===== src/design/ddo_mul.sv =====
// shared signed 33x33 multiplier with registered product
module ddo_mul (
  input  logic               clk,
  input  logic signed [32:0] a,
  input  logic signed [32:0] b,
  output logic signed [65:0] p_r
);
  always_ff @(posedge clk) begin
    p_r <= a * b;
  end
endmodule


===== config.mk =====
export PLATFORM = sky130hd
export DESIGN_NAME = ddo_mul
export DESIGN_NICKNAME = d
export VERILOG_FILES = /design/src/design/ddo_mul.sv
export SDC_FILE = /design/constraint.sdc
export NUM_CORES = 2
export LEC_CHECK = 0
export BUFFER_PORTS_ARGS = -buffer_cell sky130_fd_sc_hd__buf_4
export CAP_MARGIN = 20
export CORE_MARGIN = 4
export CORE_UTILIZATION = 38
export CTS_BUF_LIST = sky130_fd_sc_hd__clkbuf_8
export CTS_CLUSTER_SIZE = 24
export DETAILED_ROUTE_END_ITERATION = 10
export PLACE_DENSITY = 0.65
export SLEW_MARGIN = 30
export SYNTH_ARGS = -nofsm -noshare
export SYNTH_HDL_FRONTEND = slang
export SYNTH_SLANG_ARGS = --single-unit
export TNS_END_PERCENT = 1

===== constraint.sdc =====
create_clock -name clk -period 21.9 [get_ports clk]
set_clock_uncertainty 0.2 [all_clocks]
set_input_delay 3.285 -clock clk [delete_from_list [all_inputs] [get_ports clk]]
set_output_delay 3.285 -clock clk [all_outputs]
set_load 0.01 [all_outputs]

==> metrics.md <==
| Metric | Value |
|---|---|
| Setup WS pre-CTS | 10,270 ps |
| Final worst slack | 10,630 ps |
| Most frequent cell after synthesis | fa_1 |
| Clock sink count | 66 |
| Max Clock Freq | 88.7 MHz |
| Fraction of the cycle the final worst path needs | 51.5% |
| Post-route ant nets | 0 |
| DRC violations left | 0 |
| GR Overflow Total | 0 |
| Crit path required time | 22,060 ps |
| Hpwl dp | 88.9 mm |
| Reg with most FFs | p_r |
| Layout Utilization | 40.5% |
| Tmin final | 11,270 ps |
| Placed Cells incl. Taps | 5,644 |
| Final hold violation count | 0 |
| Hold buffers post-CTS | 0 |
| Synth Area in XOR/XNOR | 1.46% |
| Yosys synthesis warning count | 0 |
| Synthesized-area fraction occupied by adder cells | 62.9% |
| Outcome | finished, final reports clean |
| Buffers added on ports | 132 |
| Root buffer cell | clkbuf_8 |
| IO Pins | 133 |
| Antenna violations before repair | 4 |
| Top Registers | p_r: 66 flops |
| Synth Area in Compound Gates | 4.07% |
| Slew at the pin with the worst max-slew slack | 919 ps |
| Synthesized instance count | 4,338 |
| Beginning of the critical path | b[0] |
| Final cell count without fillers | 5,665 |
| Synth Cell Area | 0.0407 mm2 |
| Main combinational cell family by area after synthesis | adder cells |
| Worst min path class | in -> reg |
| Critical path data arrival time | 11,430 ps |
| Setup tns final | 0 ps |
| WS Path Type | in -> reg |
| Vias | 28.2k |
| FFs w/ async S/R, synth | 0% |
| Maximum fanout along the worst path | 33 |
| Synth top area cells | fa_1 (56%), inv_1 (10%), and2_1 (8.6%) |
| CTS H-tree depth | 3 |
| Post-Synth Simple-Gate Area | 15.8% |
| Slew headroom | 38.8% |
| Row count | 119 |
| Flops & latches, synth | 66 |
| Routed length per instance | 18.9 um |
| Synth cell types | 80 |
| Initial DRC count | 1,601 |
| Hold path start | b[0] |
| Setup Buffers After CTS | 0 |
| Sequential fraction of the synthesis area | 3.24% |
| CTS tree | yes |
| Initial core utilization | 38.5% |
| Top FF cell, synth | dfxtp_1 |
| Max-cap viol count | 0 |
| Max clock buf depth | 2 |
| Share of cells above drive strength 1 | 4.47% |
| Die width | 335 um |
| Number of flip-flops under the largest register name | 66 |
| Share of the synthesized area in the top cell type | 56.3% |
| Post-synth EDFFs | 0 |
| Multiplexer share of the synthesized area | 0% |
| Syn_area_per_cell | 9.39 um2 |
| Reg clk slew, reported paths | 90 ps |
| Routed Wire Length | 107 mm |
| Core area | 0.106 mm2 |
| RSZ-0062 raised after global routing | false |
| Synth cell count leaders | fa_1 (1,145), inv_1 (1,131), and2_1 (562) |
| Die height | 335 um |
| Fillers | 10.4k |
| Crit path launch type | primary input |
| Vias in the first global route | 31.3k |
| Slew Viols, Final | 0 |
| GP Congestion | 0.909 |
| Num CTS Buffers | 9 |
| Finish-stage setup viols | 0 |
| Yosys top cell by area | fa_1 |
| Vias/cell | 4.97 |
| NumNets Final | 5,693 |
| Die ar. | 0.112 mm2 |
| Post-Syn Nets | 5,767 |
| Post_cts resized | 0 |
| Critical Path Sink Type | register |
| Tot GR Track Use | 20.1% |
| Area Growth Syn to Fin | 5.28% |
| DRT Pass-1 Iters | 5 |
| Global-route wire length before repair | 175 mm |
| Pin count of the biggest net entering global routing | 34 |
stage by stage:
stage | hold WS [ps] | area, um2
after floorplan | 3210 | 40700
after global placement | 3480 | 42600
after detailed placement | 3480 | 42700
after CTS | 3030 | 42900
after global routing | 3060 | 42900
final | 3070 | 42900
path summary, 6_finish.rpt:
kind | end | slack, ps | cells after the start
min | p_r[0] | 3070 | 2
max | p_r[64] | 10630 | 26
placed cells by master, fill, tap and decap left out, types with 3 or more instances in the layout:
| master | count |
|---|---|
| o21ai_1 | 5 |
| o31ai_4 | 3 |
| or2_2 | 3 |
| ha_1 | 217 |
| nand2_1 | 551 |
| nand4_1 | 11 |
| a21o_1 | 36 |
| nor2_1 | 68 |
| o211ai_1 | 4 |
| fa_1 | 1144 |
| o21ai_0 | 25 |
| a21oi_1 | 56 |
| a211oi_2 | 3 |
| nor2b_1 | 5 |
| a211oi_1 | 7 |
| nand3_1 | 25 |
| clkbuf_8 | 10 |
| or3_1 | 3 |
| dfxtp_1 | 66 |
| xnor2_1 | 43 |
| and4_1 | 5 |
| a31oi_1 | 8 |
| inv_1 | 1132 |
| and2_1 | 562 |
| o21ai_2 | 3 |
| o21a_1 | 6 |
| nand2b_1 | 12 |
| buf_4 | 136 |
| diode_2 | 5 |
| o21bai_1 | 11 |
| xor2_1 | 25 |
| and3_1 | 5 |
| a211o_1 | 6 |
| a21oi_2 | 4 |
| nor3_1 | 7 |
critical path, stage by stage:
cell and delay [ps]:
buf_4 230, nand2_1 150, inv_1 100, fa_1 650, inv_1 140, fa_1 510
inv_1 50, fa_1 490, inv_1 60, fa_1 530, inv_1 50, fa_1 480
fa_1 500, fa_1 490, inv_1 50, fa_1 490, inv_1 50, ha_1 550
nand2_1 310, o21bai_1 700, a31oi_1 250, o221a_2 360, or2_2 310, nand3_2 180
a211oi_1 100, a311oi_1 340
cell type report:
type | count | area (um2) | share of cell area, %
antenna | 5 | 12.5 | 0.0292
tap | 1391 | 1740 | 4.06
timing repair buffer | 136 | 1020 | 2.38
inverter | 1131 | 4250 | 9.90
sequential | 66 | 1320 | 3.08
multi-input combinational | 2920 | 34300 | 80.0
clock buffer | 10 | 138 | 0.321
clock inverter | 6 | 81.3 | 0.190
routing by layer:
layer | wire length [um] | vias to the layer above | track usage (%)
met3 | 6420 | 151 | 2.78
met2 | 53500 | 824 | 34.3
met5 | 0 | - | 0
met4 | 3440 | 0 | 6.50
met1 | 43800 | 15000 | 26.5
li1 | - | 12200 | -
cell families (layout without fill, tap and decap cells):
| group | after synthesis | in the layout |
|---|---|---|
| adders and majority gates | 1362 | 1362 |
| buffers and inverters | 1352 | 1283 |
| and+or+nand+nor | 1271 | 1271 |
| AOI/OAI and AO/OA | 219 | 219 |
| xor gates and xnor gates | 68 | 68 |
| DFF | 66 | 66 |
| other | 0 | 5 |
Power is left out: the tool's default activity adds up to more than one toggle a clock period on the data nets, which glitch-free logic cannot reach.
