[src/design/ddo_pkg.sv]
// shared types, constants and arithmetic helpers for the odometry block
package ddo_pkg;

  typedef struct packed {
    logic signed [31:0] left_count;
    logic signed [31:0] right_count;
    logic        [15:0] step_time;
    logic               use_imu;
    logic signed [23:0] gyro_rate;
  } in_item_t;

  typedef struct packed {
    logic signed [31:0] pos_x;
    logic signed [31:0] pos_y;
    logic signed [31:0] heading;
  } out_item_t;

  typedef struct packed {
    logic               done;
    logic signed [32:0] cos_v;
    logic signed [32:0] sin_v;
  } cs_res_t;

  localparam logic [3:0] REG_LEFT_STEP  = 4'd0;
  localparam logic [3:0] REG_RIGHT_STEP = 4'd1;
  localparam logic [3:0] REG_INV_TRACK  = 4'd2;
  localparam logic [3:0] REG_IMU_WEIGHT = 4'd3;

  localparam logic [31:0] LEFT_STEP_RST  = 32'd2657000;
  localparam logic [31:0] RIGHT_STEP_RST = 32'd2657000;
  localparam logic [23:0] INV_TRACK_RST  = 24'd327680;
  localparam logic [16:0] IMU_W_RST      = 17'd62259;
  localparam logic [16:0] W_ONE          = 17'd65536;

  localparam logic signed [33:0] TWO_PI   = 34'sd411775;
  localparam logic signed [33:0] PI_Q     = 34'sd205887;
  localparam logic signed [33:0] HALF_PI  = 34'sd102944;
  localparam logic signed [33:0] MOD_BIAS = 34'sd2147818400;
  localparam logic signed [33:0] GAIN_Q30 = 34'sh026DD3B6A;
  localparam logic [4:0] MOD_TOP   = 5'd13;
  localparam logic [4:0] ROT_LAST  = 5'd23;

  function automatic logic signed [33:0] atan_q30(input logic [4:0] i);
    unique case (i)
      5'd0:  return 34'sh03243F6A8;
      5'd1:  return 34'sh01DAC6705;
      5'd2:  return 34'sh00FADBAFC;
      5'd3:  return 34'sh007F56EA6;
      5'd4:  return 34'sh003FEAB76;
      5'd5:  return 34'sh001FFD55B;
      5'd6:  return 34'sh000FFFAAA;
      5'd7:  return 34'sh0007FFF55;
      5'd8:  return 34'sh0003FFFEA;
      5'd9:  return 34'sh0001FFFFD;
      5'd10: return 34'sd1048575;
      5'd11: return 34'sd524287;
      5'd12: return 34'sd262143;
      5'd13: return 34'sd131071;
      5'd14: return 34'sd65535;
      5'd15: return 34'sd32767;
      5'd16: return 34'sd16383;
      5'd17: return 34'sd8191;
      5'd18: return 34'sd4095;
      5'd19: return 34'sd2047;
      5'd20: return 34'sd1023;
      5'd21: return 34'sd511;
      5'd22: return 34'sd255;
      5'd23: return 34'sd127;
      default: return 34'sd0;
    endcase
  endfunction

  function automatic logic signed [31:0] sat32(input logic signed [65:0] v);
    if (v > 66'sd2147483647) return 32'sh7FFFFFFF;
    else if (v < -66'sd2147483648) return 32'sh80000000;
    else return v[31:0];
  endfunction

  function automatic logic signed [65:0] rnd16(input logic signed [65:0] p);
    return (p + 66'sd32768) >>> 16;
  endfunction

  function automatic logic signed [65:0] rnd30(input logic signed [65:0] p);
    return (p + 66'sd536870912) >>> 30;
  endfunction

endpackage

[src/design/ddo_cordic.sv]
// iterative angle reduction and cordic rotation giving cos and sin in q3.30
module ddo_cordic import ddo_pkg::*; (
  input  logic               clk,
  input  logic               rst_n,
  input  logic               start,
  input  logic signed [31:0] angle,
  output cs_res_t            res
);
  typedef enum logic [2:0] {C_IDLE, C_MOD, C_FOLD, C_ROT, C_OUT} cstate_t;

  cstate_t            state_r;
  logic [4:0]         cnt_r;
  logic signed [33:0] u_r, cx_r, cy_r, z_r;
  logic               flip_r;
  logic               done_r;
  logic signed [32:0] cos_r, sin_r;

  logic signed [33:0] sub_c, r_a, r_b, dx_c, dy_c;
  logic               flip_c;

  always_comb begin
    sub_c = TWO_PI <<< cnt_r[3:0];
    r_a = (u_r > PI_Q) ? u_r - TWO_PI : u_r;
    flip_c = 1'b0;
    r_b = r_a;
    if (r_a > HALF_PI) begin
      r_b = r_a - PI_Q;
      flip_c = 1'b1;
    end else if (r_a < -HALF_PI) begin
      r_b = r_a + PI_Q;
      flip_c = 1'b1;
    end
    dx_c = cx_r >>> cnt_r;
    dy_c = cy_r >>> cnt_r;
  end

  always_ff @(posedge clk) begin
    if (!rst_n) begin
      state_r <= C_IDLE;
      done_r  <= 1'b0;
      cnt_r   <= '0;
    end else begin
      unique case (state_r)
        C_IDLE: begin
          if (start) begin
            // bias keeps the value positive without changing it mod 2pi
            u_r     <= {{2{angle[31]}}, angle} + MOD_BIAS;
            cnt_r   <= MOD_TOP;
            done_r  <= 1'b0;
            state_r <= C_MOD;
          end
        end
        C_MOD: begin
          if (u_r >= sub_c) u_r <= u_r - sub_c;
          if (cnt_r == 5'd0) state_r <= C_FOLD;
          else cnt_r <= cnt_r - 5'd1;
        end
        C_FOLD: begin
          z_r     <= r_b <<< 14;
          cx_r    <= GAIN_Q30;
          cy_r    <= '0;
          flip_r  <= flip_c;
          cnt_r   <= '0;
          state_r <= C_ROT;
        end
        C_ROT: begin
          if (!z_r[33]) begin
            cx_r <= cx_r - dy_c;
            cy_r <= cy_r + dx_c;
            z_r  <= z_r - atan_q30(cnt_r);
          end else begin
            cx_r <= cx_r + dy_c;
            cy_r <= cy_r - dx_c;
            z_r  <= z_r + atan_q30(cnt_r);
          end
          if (cnt_r == ROT_LAST) state_r <= C_OUT;
          else cnt_r <= cnt_r + 5'd1;
        end
        C_OUT: begin
          cos_r   <= flip_r ? 33'(-cx_r) : cx_r[32:0];
          sin_r   <= flip_r ? 33'(-cy_r) : cy_r[32:0];
          done_r  <= 1'b1;
          state_r <= C_IDLE;
        end
        default: state_r <= C_IDLE;
      endcase
    end
  end

  assign res = '{done: done_r, cos_v: cos_r, sin_v: sin_r};
endmodule

[config.mk]
export PLATFORM = sky130hd
export DESIGN_NAME = ddo_cordic
export DESIGN_NICKNAME = d
export VERILOG_FILES = /design/src/design/ddo_pkg.sv /design/src/design/ddo_cordic.sv
export SDC_FILE = /design/constraint.sdc
export NUM_CORES = 1
export LEC_CHECK = 0
export ABC_AREA = 1
export BUFFER_PORTS_ARGS = -buffer_cell sky130_fd_sc_hd__buf_2
export CORE_MARGIN = 8
export CORE_UTILIZATION = 40
export DETAILED_ROUTE_END_ITERATION = 8
export PLACE_DENSITY = 0.6
export REMOVE_ABC_BUFFERS = 1
export SLEW_MARGIN = 10
export SYNTH_ARGS = -nofsm -noshare
export SYNTH_HDL_FRONTEND = slang
export SYNTH_SLANG_ARGS = --single-unit
[constraint.sdc]
create_clock -name clk -period 11.2 [get_ports clk]
set_input_delay 0 -clock clk [delete_from_list [all_inputs] [get_ports clk]]
set_output_delay 0 -clock clk [all_outputs]
set_load 0.03 [all_outputs]
==> flow_metrics.py <==
metrics = {
    "worst_setup_path": {
        "path_buf_inv": 5,
        "worstPathRequired_ns": 11.64,
        "arrival_ns": 6.85,
        "r2r_setup_slack_ns": 4.79,
        "cp_common_cell": "o21ai_0",
        "rr_startpoint": "cnt_r[1]",
        "end_kind": "register",
        "rr_worst_depth": 26,
        "r2r_end": "cx_r[27]",
        "crit_type": "reg2reg",
        "crit_family": "compound AO/OA/AOI/OAI gates",
        "path_max_fanout": 70,
        "cpMaxStageDelayCell": "inv_2",
        "start_kind": "register",
        "slowest_delay_ns": 0.58,
    },
    "status": {
        "status": "finished, final reports clean",
    },
    "final_layout": {
        "final_util_pct": 44.27,
        "multi_input_area_um2": 18500,
        "design_area_um2": 30840,
        "final_nets": 4753,
        "regArea_um2": 6884,
        "drive_gt1_share_pct": 6.680,
        "mostFrequentLayoutCell": "nand2_1",
        "most-common-layout-cells": "nand2_1 (1319), inv_1 (501), nor2_1 (458)",
        "areaGrowthSynthToFinish_pct": 10.26,
        "fill_cells": 7610,
        "insertedDiodeCount": 0,
    },
    "place": {
        "dpl_cell_area_um2": 29190,
        "io_buffers": 101,
        "gp_congestion": 0.9407,
        "place_hpwl_um": 73040,
    },
    "die": {
        "core_um2": 69660,
        "dieWidth_um": 280.4,
        "initial_core_util_pct": 40.15,
        "die_area_um2": 78650,
        "rows": 97,
        "ios": 102,
        "die_y_um": 280.4,
    },
    "detailed_routing": {
        "vias": 29640,
        "drtPass1Iterations": 6,
        "routed_wirelength_um": 94000,
        "ant_nets": 0,
        "drt_iter0_markers": 2583,
        "drc_errors": 0,
        "avgViaCountPerCell": 5.368,
        "wl_per_cell_um": 17.03,
    },
    "timing": {
        "finalCritPeriodShare_pct": 57.22,
        "worstMarginPinSlew_ns": 1.066,
        "slew_violations": 0,
        "setup_viol": 0,
        "skew_ns": 0.03420,
        "fmax_mhz": 156.0,
        "setup_tns_ns": 0,
        "rsz0062_at_grt": "false",
        "fin_crit_ns": 6.409,
        "hold_viol": 0,
        "relSlewSlack_pct": 28.93,
    },
    "logic_synthesis": {
        "synth_warnings": 0,
        "synth_area_um2": 27970,
        "yosys.area_share.simple_pct": 35.25,
        "yosys.area.top_type": "edfxtp_1",
        "synth_seq_cells": 242,
        "synthAdderAreaFrac_pct": 7.381,
        "synth-compound-area-share_pct": 17.15,
        "synth_top_family_by_area": "simple AND/OR/NAND/NOR gates",
        "yosysSeqAreaShare_pct": 24.58,
        "synth-xor-area-share_pct": 6.043,
        "async_flop_share_pct": 0,
        "synthTopCellsByArea": "edfxtp_1 (22%), nand2_1 (18%), ha_1 (7.0%)",
        "synth_area_per_cell_um2": 6.252,
        "yosysUniqueCellTypes": 61,
        "yosys.area.top_type_share_pct": 21.79,
        "synth_mux_area_share_pct": 0.2147,
        "synthCells": 4474,
        "synth_flop_cell": "edfxtp_1",
        "synth_edf_count": 203,
    },
    "clock_tree": {
        "insertion_delay_ns": 0.61,
        "clk_path_buf_depth": 3,
        "cts-root-buf": "clkbuf_16",
        "cts_buffers": 31,
        "cts_tree": "yes",
        "clk_pin_slew_worst_paths_ns": 0.06,
        "cts_setup_buffers": 0,
        "cts-htree-levels": 1,
        "cts_sinks": 242,
    },
    "global_route": {
        "grt_start_max_net_pins": 132,
        "grt_pass1_vias": 27800,
        "gr-usage-all-layers_pct": 22.98,
        "antenna_found_initial": 3,
        "grt-ovfl-total": 0,
        "grt_pass1_wl_um": 148400,
    },
    "min_path": {
        "min_from": "angle[5]",
        "hold_class": "in2reg",
        "whs_path_depth": 3,
        "worstHoldEndpoint": "u_r[5]",
    },
    "pwr": {
        "power.density_nw_per_um2": 202.7,
        "power.leakage_uw": 0.01453,
        "peakVddDrop_mv": 0.1236,
    },
    "flow_run": {
        "cap_violations": 0,
    },
}
[per-stage QoR]
stage,instances,hold slack [ns],total power [uW],setup WS [ns]
finish,5521,0.2859,6253,4.791
global route,5521,0.2884,6832,4.127
CTS,5521,0.2448,6226,4.911
detailed placement,5406,0.3390,5102,4.969
global placement,5406,0.3352,5088,5.160
floorplan,4344,0.1527,4130,3.004
[tightest hold or removal path, cell delays in order]
cell and delay (ns):
dlygate4sd3_1 0.52, buf_2 0.12, o21ai_0 0.08
[where the power goes]
| part | internal, uW | total, uW | switching [uW] |
|---|---|---|---|
| Combinational | 1300 | 3980 | 2680 |
| Sequential | 1100 | 1220 | 117 |
| Clock | 610 | 1060 | 448 |
[synth_stat cells (30+ instances only)]
master and count:
inv_1 504, dfxtp_1 39, a21oi_1 310, edfxtp_1 203, nor2_1 459, nand2_2 37
or2_2 35, xnor2_1 39, o21ai_0 354, nand2_1 1319, a31oi_1 42, buf_1 30
clkbuf_1 51, ha_1 157, nor3_1 58, nand3_1 308, nand4_1 55, xor2_1 154
[worst max path at each step]
| stage | endpoint | cells after the start | slack, ns | from |
|---|---|---|---|---|
| after global routing | cy_r[31] | 31 | 4.13 | cnt_r[0] |
| after floorplan | cx_r[0] | 2 | 3.00 | state_r[1] |
| final | cx_r[27] | 26 | 4.79 | cnt_r[1] |
| after detailed placement | cx_r[27] | 26 | 4.97 | cnt_r[1] |
| after global placement | cy_r[31] | 30 | 5.16 | cnt_r[2] |
| after CTS | cx_r[27] | 26 | 4.91 | cnt_r[1] |
[layer usage]
metal  global-route usage (%)  share of wire [%]
met1                    32.89                 48
met3                    2.428                5.9
met5                        0              0.014
met2                    36.48                 43
met4                    6.166                2.6
[cell families after synthesis]
| group | Yosys count |
|---|---|
| and+or+nand+nor | 2345 |
| xor gates and xnor gates | 193 |
| buffers and inverters | 654 |
| AOI/OAI and AO/OA | 872 |
| adders and majority gates | 162 |
| DFF | 242 |
| muxes | 6 |
[cell type report]
cell class | instances | share of cell area (%)
clock inverter | 20 | 0.5598
sequential | 242 | 22.32
clock buffer | 38 | 2.945
tap | 940 | 3.813
inverter | 524 | 6.385
multi-input combinational | 3578 | 59.98
timing repair buffer | 179 | 4.000
[timing repair]
action                                 4_1_cts  5_1_grt
hold buffers                                57        0
endpoints found under the hold margin       39        0
resized for setup                            0        0
No activity file was read; power rests on OpenSTA's default activity.
